## src/rtl/eoif_pkg.sv

```systemverilog
package eoif_pkg;

  localparam int MAX_EDGES_DEF = 64;
  localparam int POS_BITS_DEF  = 16;
  localparam int IN_POS_BITS   = 16;
  localparam int INDEX_BITS    = 6;

  typedef struct packed {
    logic [IN_POS_BITS-1:0] tail_pos;
    logic [IN_POS_BITS-1:0] head_pos;
    logic                   group_end;
  } item_t;

  typedef struct packed {
    logic                  found;
    logic [INDEX_BITS-1:0] earlier_index;
    logic [INDEX_BITS-1:0] later_index;
    logic                  run_end;
  } result_t;

  // per-cycle command broadcast to every sorter cell
  typedef struct packed {
    logic ins;    // insert the key into the sorted row
    logic shift;  // pop cell 0, everything moves one cell down
  } cell_ctl_t;

  typedef enum logic [1:0] {
    ST_LOAD = 2'b01,
    ST_SCAN = 2'b10
  } state_t;

endpackage

```

## src/rtl/eoif_cell.sv

```systemverilog
module eoif_cell #(
  parameter int KEEP_BITS = 16,
  parameter int IDX_BITS  = 6,
  parameter int ENT_BITS  = 2 * KEEP_BITS + IDX_BITS
) (
  input  logic                  clk,
  input  logic                  rst,
  input  eoif_pkg::cell_ctl_t   ctl,
  input  logic [ENT_BITS-1:0]   key,
  input  logic [ENT_BITS-1:0]   left_ent,
  input  logic                  left_valid,
  input  logic                  left_ahead,
  input  logic [ENT_BITS-1:0]   right_ent,
  input  logic                  right_valid,
  output logic [ENT_BITS-1:0]   ent,
  output logic                  valid,
  output logic                  ahead
);

  logic [KEEP_BITS-1:0] k_tail, k_head, c_tail, c_head;

  assign k_tail = key[ENT_BITS-1 -: KEEP_BITS];
  assign k_head = key[ENT_BITS-KEEP_BITS-1 -: KEEP_BITS];
  assign c_tail = ent[ENT_BITS-1 -: KEEP_BITS];
  assign c_head = ent[ENT_BITS-KEEP_BITS-1 -: KEEP_BITS];

  // the key always has the highest arrival index, so equal keys stay behind
  assign ahead = !valid || (k_tail < c_tail) || ((k_tail == c_tail) && (k_head < c_head));

  always_ff @(posedge clk) begin
    if (rst) begin
      valid <= 1'b0;
    end else if (ctl.shift) begin
      valid <= right_valid;
    end else if (ctl.ins && ahead) begin
      valid <= left_ahead ? left_valid : 1'b1;
    end
  end

  always_ff @(posedge clk) begin
    if (ctl.shift) begin
      ent <= right_ent;
    end else if (ctl.ins && ahead) begin
      ent <= left_ahead ? left_ent : key;
    end
  end

endmodule

```

## config.mk

```make
export PLATFORM = sky130hd
export DESIGN_NAME = eoif_cell
export DESIGN_NICKNAME = d
export VERILOG_FILES = /design/src/rtl/eoif_pkg.sv /design/src/rtl/eoif_cell.sv
export SDC_FILE = /design/constraint.sdc
export NUM_CORES = 1
export LEC_CHECK = 0
export ABC_AREA = 0
export BUFFER_PORTS_ARGS = -buffer_cell sky130_fd_sc_hd__clkbuf_2
export CORE_MARGIN = 2
export CORE_UTILIZATION = 48
export CTS_CLUSTER_DIAMETER = 120
export DETAILED_ROUTE_END_ITERATION = 10
export GPL_TIMING_DRIVEN = 1
export PLACE_DENSITY = 0.86
export SYNTH_ARGS = -nofsm -noshare
export SYNTH_HDL_FRONTEND = slang
export SYNTH_SLANG_ARGS = --single-unit
```

## constraint.sdc

```tcl
create_clock -name clk -period 14.8 [get_ports clk]
set_input_delay 2.96 -clock clk [delete_from_list [all_inputs] [get_ports clk]]
set_output_delay 2.96 -clock clk [all_outputs]
set_load 0.02 [all_outputs]
```

==> summary.txt <==
Power
  – Peak supply drop: 0.00005130 V
  – Leak Pwr: 1.999 nW
  – Pwr Density: 84.00 mW/mm^2
  – Tot Pwr: 0.3128 mW
  – Internal power: 0.2108 mW
  – Sw frac: 0.3259
  – Switching power: 0.1020 mW
  – Seq pwr share: 0.458
  – Comb power frac: 0.323
  – Clock Power Share: 0.219

Timing
  – Fin. max-slew vios: 0
  – Worst Setup Slack, final: 6.941 ns
  – Final setup TNS: 0 ns
  – Worst-Margin Slew: 0.6700 ns
  – Top achievable clock speed: 127.2 MHz
  – Final count of hold timing violations: 0
  – Final setup skew: 0.005970 ns
  – Clock period minus worst slack: 7.859 ns
  – Fin crit share: 0.5310
  – Rel. slew slack: 0.5533
  – Final-report setup violation count: 0
  – Unrepaired setup endpoints after global routing: no

Clock tree
  – Clk pin slew, worst setup/hold paths: 0.07 ns
  – Post-CTS resize count: 0
  – Post-CTS Setup Bufs: 0
  – Hold-fix buffers at CTS: 0
  – Inserted Clock Buffers: 5
  – Longest Clk Path Bufs: 2
  – Clk root buf: clkbuf_8
  – Clk Latency, worst-skew pair: 0.29 ns
  – H-Tree Level Count: 2
  – Clock sinks: 39
  – CTS tree: done

Routing
  – Initial DRC Count: 85
  – Vias: 2,654
  – Drt wl/cell: 13.88 um
  – Routed vias/inst: 5.153
  – Drt pass-1 iters: 4
  – DRC: 0
  – Detailed Route WL: 7147 um
  – Detail Route Antenna Nets: 0

Place
  – I/O Buffers: 160
  – DP HPWL: 5809 um
  – Final GP Congestion: 0.9196
  – Dpl ws: 6.946 ns

Setup path
  – Worst reg2reg path depth: 8
  – CP required: 11.84 ns
  – Worst Path Max Fanout: 3
  – Crit-path cells: clkbuf_2 > ha_1 > nand4_2 > nor4_2 > o2111ai_1 > o41a_1 > nand2_1 > clkbuf_2
  – Critical path endpoint category: output port
  – Arrival time worst endpoint: 4.90 ns
  – Crit path kind: in -> out
  – Slowest cell delay on critical path: 0.47 ns
  – Slowest cell on the critical path: o41a_1
  – Most common cell on crit path: clkbuf_2
  – CP startpoint kind: primary input

Floorplan
  – DIE AREA: 0.006398 mm^2
  – Chip Width: 79.99 um
  – Starting Density: 0.5002
  – Die Y: 79.99 um
  – I/O pin cnt: 161
  – Core ar.: 0.005540 mm^2
  – FP Rows: 27

Synth
  – Post-Syn Area: 0.002771 mm^2
  – Post-synth top area cell: edfxtp_1
  – Syn Area/Cell: 9.690 um^2
  – Synth cell types: 28
  – Register area share after synthesis: 0.4190
  – Post-synth top area share: 0.4117
  – Post-synth EDFFs: 38
  – Asr flop ratio synth: 0
  – Synth Register Bits: 39
  – Synth Warn #: 0
  – Area contributors post-synth: edfxtp_1 41%, ha_1 14%, mux2i_1 14%, o21ai_0 7.6%, nand2_1 6.4%
  – Syn nets: 438
  – Prevailing post-synth register cell: edfxtp_1
  – Synthesized instance count: 286

Flow run
  – Max Cap Viol: 0

Finish
  – Commonest non-fill, non-tap cells in the layout: 160 x clkbuf_2, 47 x nand2_1, 42 x o21ai_0
  – N_diodes: 0
  – Area Overhead vs Synth: 34.36%
  – Most common cell after layout, fill and taps aside: clkbuf_2
  – Final core utilization: 0.6721
  – Share of cells above drive strength 1: 0.3905
  – Fillers: 444
  – Nets: 594

GRT
  – Initial antenna violation count: 0
  – Grt total ovfl: 0
  – GRT Total Usage: 0.2261
  – Vias in the first global route: 2,529
  – First-pass GRT wire length: 11,080 um
  – Largest net degree at the start of global routing: 63

Worst hold path
  – Tightest Hold Check Type: reg -> reg
  – Worst hold stages: 3

Run status
  – Outcome: finished, final reports clean
registers in the layout, indices dropped and copies added (netlist names):
name and cells:
ent 38, valid 1
layout make-up:
cell class / count / area, um^2 / area share
multi-input cells: 200 / 1445 / 0.3881
well taps: 72 / 90.09 / 0.02419
repair buffers: 163 / 823.3 / 0.2211
flip-flops and latches: 39 / 1161 / 0.3118
inverters: 33 / 123.9 / 0.03327
clock buffers: 6 / 72.57 / 0.01949
clock inverters: 2 / 7.507 / 0.002016
final timing paths:
kind / slack (ns) / from / end
setup / recovery: 6.94 / key[36] / ahead
hold / removal: 0.70 / valid / valid
setup reg to reg: 11.82 / ent[36] / ent[27]
hold reg to reg: 0.70 / valid / valid
power by group through the flow:
stage | clock, mW | combinational (mW) | sequential (mW)
after floorplan | 0 | 0.0442 | 0.161
after global placement | 0 | 0.0978 | 0.145
after detailed placement | 0 | 0.101 | 0.146
after CTS | 0.0696 | 0.102 | 0.143
after global routing | 0.0745 | 0.112 | 0.145
final | 0.0685 | 0.101 | 0.143
metal layers:
layer	GRT usage	up-vias	wire, um
met3	0.05430	14	531
met4	0.07627	0	131
met5	0	-	0
met2	0.4158	119	3663
li1	-	1336	-
met1	0.2531	1185	2821
critical path: cells and delay by family:
kind	cells	cell delay, ns
adders and majority gates	1	0.34
buffers and inverters	2	0.28
and+or+nand+nor	3	0.67
AOI/OAI and AO/OA	2	0.66
per-stage QoR:
stage               area, um^2  hold slack (ns)  cells
floorplan                 2771           0.7618    286
global placement          3643           0.6641    507
detailed placement        3643           0.6891    507
CTS                       3724           0.7054    515
global route              3724           0.7725    515
finish                    3724           0.7006    515
cells by family after synthesis:
kind of cell	synth area share
AO/OA/AOI/OAI	0.1391
AND/OR/NAND/NOR	0.09977
buffers and inverters	0.06501
flip-flops	0.4190
multiplexers	0.1372
adder cells (fa/ha/maj)	0.1400
synthesized netlist by cell type (all sizes together) (3+ instances only):
| cell | number |
|---|---|
| nand2 | 47 |
| o21ai | 43 |
| edfxtp | 38 |
| mux2i | 38 |
| inv | 33 |
| ha | 31 |
| a21oi | 13 |
| clkbuf | 11 |
| nor2 | 5 |
| nand3 | 4 |
| nand4 | 4 |
| a21o | 3 |
| buf | 3 |
(Power assumes the default switching activity.)
