File: config.mk
export PLATFORM = sky130hd
export DESIGN_NAME = eoif_scan
export DESIGN_NICKNAME = d
export VERILOG_FILES = /design/src/rtl/eoif_pkg.sv /design/src/rtl/eoif_scan.sv
export SDC_FILE = /design/constraint.sdc
export NUM_CORES = 1
export LEC_CHECK = 0
export ABC_AREA = 0
export ABC_CLOCK_PERIOD_IN_PS = 4800
export BUFFER_PORTS_ARGS = -buffer_cell sky130_fd_sc_hd__buf_2
export CORE_ASPECT_RATIO = 0.7
export CORE_MARGIN = 3
export CORE_UTILIZATION = 35
export CTS_BUF_LIST = sky130_fd_sc_hd__clkbuf_4
export DETAILED_ROUTE_END_ITERATION = 8
export GPL_ROUTABILITY_DRIVEN = 0
export PLACE_DENSITY = 0.55
export SLEW_MARGIN = 20
export SYNTH_ARGS = -nofsm -noshare
export SYNTH_HDL_FRONTEND = slang
export SYNTH_SLANG_ARGS = --single-unit
File: constraint.sdc
create_clock -name clk -period 4.8 [get_ports clk]
set_input_delay 0.48 -clock clk [delete_from_list [all_inputs] [get_ports clk]]
set_output_delay 0.48 -clock clk [all_outputs]
set_load 0.01 [all_outputs]
File: src/rtl/eoif_pkg.sv
package eoif_pkg;

  localparam int MAX_EDGES_DEF = 64;
  localparam int POS_BITS_DEF  = 16;
  localparam int IN_POS_BITS   = 16;
  localparam int INDEX_BITS    = 6;

  typedef struct packed {
    logic [IN_POS_BITS-1:0] tail_pos;
    logic [IN_POS_BITS-1:0] head_pos;
    logic                   group_end;
  } item_t;

  typedef struct packed {
    logic                  found;
    logic [INDEX_BITS-1:0] earlier_index;
    logic [INDEX_BITS-1:0] later_index;
    logic                  run_end;
  } result_t;

  // per-cycle command broadcast to every sorter cell
  typedef struct packed {
    logic ins;    // insert the key into the sorted row
    logic shift;  // pop cell 0, everything moves one cell down
  } cell_ctl_t;

  typedef enum logic [1:0] {
    ST_LOAD = 2'b01,
    ST_SCAN = 2'b10
  } state_t;

endpackage

File: src/rtl/eoif_scan.sv
module eoif_scan #(
  parameter int MAX_EDGES = eoif_pkg::MAX_EDGES_DEF,
  parameter int KEEP_BITS = 16,
  parameter int IDX_BITS  = $clog2(MAX_EDGES),
  parameter int CNT_BITS  = $clog2(MAX_EDGES + 1)
) (
  input  logic                  clk,
  input  logic                  rst,
  input  logic                  item_valid,
  input  logic                  group_end,
  output logic                  item_ready,
  output eoif_pkg::cell_ctl_t   ctl,
  output logic [IDX_BITS-1:0]   key_idx,
  input  logic [KEEP_BITS-1:0]  head0,
  input  logic [IDX_BITS-1:0]   idx0,
  output logic                  result_valid,
  input  logic                  result_ready,
  output eoif_pkg::result_t     result
);

  eoif_pkg::state_t     state;
  logic [CNT_BITS-1:0]  count;
  logic [KEEP_BITS-1:0] prev_head;
  logic [IDX_BITS-1:0]  prev_idx;
  logic                 prev_ok;
  logic [IDX_BITS-1:0]  pend_e, pend_l;
  logic                 pend_ok;

  logic accept, room, out_free, cand, adv, finish, emit_mid;

  assign item_ready = (state == eoif_pkg::ST_LOAD);
  assign accept     = item_valid && item_ready;
  assign room       = (count < CNT_BITS'(MAX_EDGES));
  assign key_idx    = count[IDX_BITS-1:0];
  assign out_free   = !result_valid || result_ready;

  assign cand     = prev_ok && (head0 < prev_head);
  // a second inversion pushes the held one out, which needs a free output slot
  assign adv      = (state == eoif_pkg::ST_SCAN) && (count != '0) &&
                    (!(cand && pend_ok) || out_free);
  assign emit_mid = adv && cand && pend_ok;
  assign finish   = (state == eoif_pkg::ST_SCAN) && (count == '0) && out_free;

  assign ctl.ins   = accept && room;
  assign ctl.shift = adv;

  always_ff @(posedge clk) begin
    if (rst) begin
      state   <= eoif_pkg::ST_LOAD;
      count   <= '0;
      prev_ok <= 1'b0;
      pend_ok <= 1'b0;
    end else begin
      case (state)
        eoif_pkg::ST_LOAD: begin
          if (accept) begin
            if (room) begin
              count <= count + CNT_BITS'(1);
            end
            if (group_end) begin
              state <= eoif_pkg::ST_SCAN;
            end
          end
        end
        eoif_pkg::ST_SCAN: begin
          if (adv) begin
            count   <= count - CNT_BITS'(1);
            prev_ok <= 1'b1;
            if (cand) begin
              pend_ok <= 1'b1;
            end
          end
          if (finish) begin
            prev_ok <= 1'b0;
            pend_ok <= 1'b0;
            state   <= eoif_pkg::ST_LOAD;
          end
        end
        default: begin
          state <= eoif_pkg::ST_LOAD;
        end
      endcase
    end
  end

  always_ff @(posedge clk) begin
    if (adv) begin
      prev_head <= head0;
      prev_idx  <= idx0;
      if (cand) begin
        pend_e <= prev_idx;
        pend_l <= idx0;
      end
    end
  end

  always_ff @(posedge clk) begin
    if (rst) begin
      result_valid <= 1'b0;
    end else if (emit_mid || finish) begin
      result_valid <= 1'b1;
    end else if (result_ready) begin
      result_valid <= 1'b0;
    end
  end

  always_ff @(posedge clk) begin
    if (emit_mid) begin
      result.found         <= 1'b1;
      result.earlier_index <= eoif_pkg::INDEX_BITS'(pend_e);
      result.later_index   <= eoif_pkg::INDEX_BITS'(pend_l);
      result.run_end       <= 1'b0;
    end else if (finish) begin
      result.found         <= pend_ok;
      result.earlier_index <= pend_ok ? eoif_pkg::INDEX_BITS'(pend_e) : '0;
      result.later_index   <= pend_ok ? eoif_pkg::INDEX_BITS'(pend_l) : '0;
      result.run_end       <= 1'b1;
    end
  end

  a_ins_shift_excl: assert property (@(posedge clk) disable iff (rst)
    !(ctl.ins && ctl.shift))
    else $error("insert and pop in the same cycle");

  a_count_bound: assert property (@(posedge clk) disable iff (rst)
    count <= CNT_BITS'(MAX_EDGES))
    else $error("edge count beyond capacity");

  a_load_no_pend: assert property (@(posedge clk) disable iff (rst)
    (state == eoif_pkg::ST_LOAD) |-> (!pend_ok && !prev_ok))
    else $error("scan state left over while loading");

  a_group_closes: assert property (@(posedge clk) disable iff (rst)
    (state == eoif_pkg::ST_SCAN) ##1 (state == eoif_pkg::ST_LOAD)
      |-> (result_valid && result.run_end))
    else $error("group ended without a final result beat");

  a_mid_not_final: assert property (@(posedge clk) disable iff (rst)
    emit_mid |=> (result_valid && result.found && !result.run_end))
    else $error("intermediate inversion beat malformed");

endmodule

==> results of run 1 <==
## power groups by stage
| stage | sequential (mW) | clock (mW) | combinational, mW |
|---|---|---|---|
| floorplan | 0.578 | 0 | 0.0382 |
| detailed placement | 0.579 | 0 | 0.0633 |
| CTS | 0.567 | 0.326 | 0.0636 |
| global placement | 0.579 | 0 | 0.0627 |
| finish | 0.567 | 0.308 | 0.0625 |
| global route | 0.568 | 0.351 | 0.0708 |
## metrics by stage
| stage | power (mW) | utilization (%) | cells | hold slack (ps) | cell area, um2 |
|---|---|---|---|---|---|
| 3_3_place_gp | 0.641 | 41.1 | 358 | 401 | 3080 |
| 3_5_place_dp | 0.642 | 41.1 | 358 | 406 | 3080 |
| 6_report | 0.937 | 42.7 | 374 | 262 | 3190 |
| 5_1_grt | 0.990 | 42.7 | 374 | 211 | 3190 |
| 2_1_floorplan | 0.617 | - | 219 | 400 | 2760 |
| 4_1_cts | 0.957 | 42.7 | 374 | 215 | 3190 |
## flip-flops by register name, indices dropped and copies added, names as in the netlist
register,count
count,7
pend_e,6
pend_l,6
pend_ok,1
prev_head,16
prev_idx,6
prev_ok,1
result,14
result_valid,1
state,2
## kinds of logic (layout without fill, tap and decap cells)
kind of cell	count (synthesis)	after routing	synth area share [%]
buffers and inverters	35	92	5.99
AND/OR/NAND/NOR	62	62	13.0
adder cells (fa/ha/maj)	21	21	9.80
flip-flops	60	60	60.2
AO/OA/AOI/OAI	33	33	8.25
XOR/XNOR	4	4	1.27
multiplexers	4	4	1.45
## layout by cell type, fill, tap and decap left out, types with 8 or more instances in the layout
cell type,instances
buf_2,50
edfxtp_1,46
inv_1,25
ha_1,20
nor2_1,14
dfxtp_1,14
and2_4,10
a21oi_1,9
clkbuf_4,9
nand2_1,8
## worst paths after layout
check                                              end  slack (ps)  cells past startpoint
worst min register to register     pend_e[5]$_DFFE_PP_         430                      0
worst max-delay path                            ctl[0]        1370                      7
worst min-delay path            prev_head[0]$_DFFE_PN_         260                      1
worst max register to register  prev_head[2]$_DFFE_PN_        1870                      7
## cell type report
cell class              instances  area (um2)
multi-input cells             124         940
clock inverters                 7        51.3
inverters                      25        93.8
repair buffers                 51         258
clock buffers                   9        67.6
flip-flops and latches         60        1660
fillers                       727        4290
well taps                      98         123
## layer usage
| metal | part of all wire (%) | up-vias | GRT usage [%] |
|---|---|---|---|
| li1 | - | 886 | - |
| met1 | 51 | 784 | 15.8 |
| met2 | 42 | 40 | 17.2 |
| met3 | 6.3 | 4 | 6.40 |
| met4 | 0.54 | 2 | 3.60 |
| met5 | 0.15 | - | 0 |
## worst max-delay path, stage by stage, from the launching register on
cell	delay (ps)
edfxtp_1	340
inv_1	40
ha_1	280
nand4_1	120
or3_1	390
a221o_1	350
a41oi_2	760
buf_2	270
==> flow_summary.json, run 1 <==
{
  "routed_via_density": 4.59,
  "clock.fmax_ghz": 0.291,
  "internal_power_mw": 0.698,
  "ys_ff_latch": 60,
  "coreArea_um2": 7480,
  "cts_made_buffers": 9,
  "hold_viol": 0,
  "clk_latency_ps": 400,
  "first_iter_violations": 87,
  "grt_pass1_vias": 1691,
  "htreeDepth": 3,
  "min_from": "head0[0]",
  "ys.flop_type": "edfxtp_1",
  "worstPathRequired_ps": 4320,
  "tightest_slew_ps": 866,
  "std_cell_rows": 26,
  "num-nets-final": 319,
  "synth_top_area_cell": "edfxtp_1",
  "drv_cap": 0,
  "ir_worst_vdd_mv": 0.103,
  "path_class": "flip-flop to output port",
  "slew_headroom_pct": 42.3,
  "grt_max_degree": 16,
  "portBuffers": 50,
  "postSynthNetCount": 267,
  "power_leakage_nw": 1.37,
  "hpwl_um": 3550,
  "worstPathArrival_ps": 2950,
  "drv_slew": 0,
  "ys_warn_count": 0,
  "diodes": 0,
  "ys_types": 41,
  "ys_seq_area_share_pct": 60.2,
  "r2r_start": "prev_head[13]$_DFFE_PN_",
  "avgRoutedWirePerCell_um": 12.9,
  "p_seq_share_pct": 60.5,
  "avgSynthCellArea_um2": 12.6,
  "top_level_ports": 51,
  "path_max_fanout": 15,
  "synth.most_common_cell": "edfxtp_1",
  "drive_gt1_share_pct": 29.7,
  "power.density_nw_per_um2": 293,
  "final_antenna_net_count": 0,
  "crit_path_end_kind": "output port",
  "finalSetupViolCount": 0,
  "grt_pass1_wl_um": 8290,
  "firstDrtPassIters": 4,
  "pwr-share-comb_pct": 6.7,
  "antenna_found_initial": 1,
  "layout_worst_path_cycle_share_pct": 71.5,
  "place_ws_ps": 1490,
  "cts_resized": 0,
  "cts_buffer_depth": 2,
  "finalClockSkew_ps": 14.7,
  "p_clk_share_pct": 32.8,
  "grt_use_total_pct": 12.1,
  "cp-start-kind": "flip-flop",
  "fin_crit_ps": 3430,
  "netlist_top_cells_area": "edfxtp_1, dfxtp_1, ha_1",
  "synthArstFlopShare_pct": 0,
  "drcViolationCount": 0,
  "netlist_instances": 219,
  "drt-total-wl_um": 4830,
  "rsz0062_at_grt": "false",
  "synth_enable_flop_cells": 46,
  "switching_share_pct": 25.5,
  "dieArea_um2": 9000,
  "grt_overflow": 0,
  "path_clk_slew_ps": 120,
  "cts_hold_buffers": 0,
  "die_h_um": 80.3,
  "cts.sink_count": 60,
  "crit_start": "prev_head[13]$_DFFE_PN_",
  "start_util_pct": 36.9,
  "synth_top_area_share_pct": 50.1,
  "status": "completed",
  "area_delta_synth_final_pct": 15.8,
  "fp.dieW_um": 112,
  "cts_tree": "yes",
  "totalNegativeSetupSlack_ps": 0,
  "yosys-top-cells-count": "edfxtp_1, inv_1, ha_1",
  "syn_area_um2": 2760,
  "cts-root-buf": "clkbuf_4",
  "setup_ws_ps": 1370,
  "via_count": 1716,
  "post_cts_buffers": 0,
  "p_switching_mw": 0.239,
  "hp-class": "input port to flip-flop"
}
Note: power is estimated with default switching activity, not from simulation.
==> run 2, diff against run 1 <==
--- a/config.mk
+++ b/config.mk
@@ -6,7 +6,7 @@
 export NUM_CORES = 1
 export LEC_CHECK = 0
 export ABC_AREA = 0
-export ABC_CLOCK_PERIOD_IN_PS = 4800
+export ABC_CLOCK_PERIOD_IN_PS = 2900
 export BUFFER_PORTS_ARGS = -buffer_cell sky130_fd_sc_hd__buf_2
 export CORE_ASPECT_RATIO = 0.7
 export CORE_MARGIN = 3
@@ -14,7 +14,7 @@
 export CTS_BUF_LIST = sky130_fd_sc_hd__clkbuf_4
 export DETAILED_ROUTE_END_ITERATION = 8
 export GPL_ROUTABILITY_DRIVEN = 0
-export PLACE_DENSITY = 0.55
+export PLACE_DENSITY = 0.57
 export SLEW_MARGIN = 20
 export SYNTH_ARGS = -nofsm -noshare
 export SYNTH_HDL_FRONTEND = slang
==> constraint.sdc (replaced) <==
create_clock -name clk -period 2.9 [get_ports clk]
set_input_delay 0.29 -clock clk [delete_from_list [all_inputs] [get_ports clk]]
set_output_delay 0.29 -clock clk [all_outputs]
set_load 0.01 [all_outputs]
==> run 2 against run 1 <==
Net effect: via count up 2.6%; critical path depth up 1; non-clock buffer count up 4; flip-flop and latch count unchanged; worst hold slack worse by 180 ps; clock skew down 3.6 ps; die area unchanged; clock power up 96%; worst setup slack worse by 1200 ps; utilization up 0.77 points; sequential share of layout area down 0.92 points; highest routed layer is now met4.
==> flow_summary.json, run 2 (synthesized netlist as in run 1, its figures left out) <==
{
  "r2r_start": "prev_head[11]$_DFFE_PN_",
  "final_common_cell": "buf_2",
  "firstDrtPassIters": 5,
  "num-nets-final": 323,
  "ir_worst_vdd_mv": 0.209,
  "routed_via_density": 4.66,
  "power_leakage_nw": 1.41,
  "critPathTopFamily": "compound AO/OA/AOI/OAI gates",
  "regMostFlops": "prev_head",
  "die_h_um": 80.3,
  "switching_share_pct": 24.3,
  "area_delta_synth_final_pct": 17.9,
  "diodes": 0,
  "layout_worst_path_cycle_share_pct": 93.4,
  "totalNegativeSetupSlack_ps": 0,
  "path_clk_slew_ps": 110,
  "drive_gt1_share_pct": 30.7,
  "cts_hold_buffers": 0,
  "r2r_end": "result[10]$_DFFE_PP_",
  "tightest_slew_ps": 571,
  "whs_path_depth": 1,
  "most-common-layout-cells": "buf_2, edfxtp_1, inv_1, ha_1",
  "internal_power_mw": 1.25,
  "p_seq_share_pct": 57.0,
  "cp-start-kind": "flip-flop",
  "fp.dieW_um": 112,
  "min_from": "idx0[1]",
  "coreArea_um2": 7480,
  "drcViolationCount": 0,
  "cts_tree": "yes",
  "rsz0062_at_grt": "false",
  "path_max_fanout": 5,
  "std_cell_rows": 26,
  "finalClockSkew_ps": 11.0,
  "grt_max_degree": 17,
  "pwr-share-comb_pct": 6.4,
  "worstPathCellList": "inv_1, ha_1, nand4_1, or3_1, a221o_1, a41oi_2, buf_6, buf_2",
  "drt-total-wl_um": 4950,
  "crit_path_end_kind": "output port",
  "top_level_ports": 51,
  "drv_cap": 0,
  "worstHoldEndpoint": "pend_l[1]$_DFFE_PP_",
  "crit_start": "prev_head[11]$_DFFE_PN_",
  "drv_slew": 0,
  "slew_headroom_pct": 61.6,
  "clk_latency_ps": 390,
  "via_count": 1761,
  "finalSetupViolCount": 0,
  "avgRoutedWirePerCell_um": 13.1,
  "power.density_nw_per_um2": 506,
  "clock.fmax_ghz": 0.369,
  "path_class": "flip-flop to output port",
  "grt_overflow": 0,
  "fin_crit_ps": 2710,
  "slowest_delay_ps": 390,
  "crit_buf_inv": 3,
  "start_util_pct": 36.9,
  "grt_pass1_wl_um": 7980,
  "fin_util_pct": 43.5,
  "cts.sink_count": 60,
  "cts_buffer_depth": 2,
  "critPathSlowestCell": "or3_1",
  "first_iter_violations": 60,
  "htreeDepth": 3,
  "dieArea_um2": 9000,
  "hold_viol": 0,
  "cts-root-buf": "clkbuf_4",
  "status": "completed",
  "cts_made_buffers": 9,
  "reg2reg_depth": 8,
  "reg_top3": "prev_head x16, result x14, count x7",
  "grt_pass1_vias": 1648,
  "worstPathRequired_ps": 2610,
  "hp-class": "input port to flip-flop",
  "p_clk_share_pct": 36.7,
  "largest_register_ffs": 16,
  "hpwl_um": 3670,
  "antenna_found_initial": 0,
  "portBuffers": 50,
  "p_switching_mw": 0.400,
  "final_antenna_net_count": 0,
  "worstPathArrival_ps": 2420,
  "grt_use_total_pct": 11.5,
  "r2r_slack_ps": 210
}
## run 2: cell count changes in the layout (fill, tap and decap cells not counted)
| cell | delta |
|---|---|
| buf_4 | +3 |
| clkinvlp_4 | -2 |
| buf_6 | +1 |
| bufinv_16 | +1 |
| inv_6 | +1 |
## run 2: how the worst max path moves through the flow
stage,endpoint,slack [ps],cells past startpoint
final,ctl[0],190,8
after global routing,result[7]$_DFFE_PP_,0.3,8
after CTS,ctl[0],4,8
after detailed placement,result[3]$_DFFE_PP_,130,8
after global placement,result[3]$_DFFE_PP_,230,8
after floorplan,ctl[0],90,7
## run 2: routing by layer
layer	part of all wire [%]	up-vias	global-route usage (%)	routed length [um]
li1	-	895	-	-
met1	50	804	15.3	2470
met2	43	53	16.5	2120
met3	5.6	9	4.97	278
met4	1.4	0	4.08	69
met5	0	-	0	0
## run 2: power groups by stage
| stage | registers [mW] | logic, mW | clock network, mW |
|---|---|---|---|
| floorplan | 0.957 | 0.0634 | 0 |
| global placement | 0.958 | 0.105 | 0 |
| detailed placement | 0.958 | 0.106 | 0 |
| CTS | 0.938 | 0.107 | 0.627 |
| global route | 0.941 | 0.120 | 0.666 |
| finish | 0.938 | 0.105 | 0.604 |
## run 2: final cells by class
| class | instances | area [um2] |
|---|---|---|
| sequential | 60 | 1660 |
| tap | 98 | 123 |
| clock inverter | 7 | 75.1 |
| multi-input combinational | 124 | 940 |
| clock buffer | 9 | 67.6 |
| inverter | 25 | 93.8 |
| fill | 757 | 4230 |
| timing repair buffer | 55 | 292 |
## run 2: metrics by stage
stage	setup slack [ps]	total power [mW]	instances	instance area, um2	hold slack [ps]
6_report	190	1.65	378	3250	83.9
4_1_cts	3.97	1.67	376	3240	53.1
2_1_floorplan	91.0	1.02	219	2770	389
3_5_place_dp	134	1.06	360	3090	405
5_1_grt	0.313	1.73	378	3250	41.6
3_3_place_gp	227	1.06	360	3090	403
## run 2: what timing repair did
action,CTS,global route
cloned,0,0
endpoints found under the setup margin,1,1
setup buffers,0,2
pin swaps,0,1
resized for setup,1,0
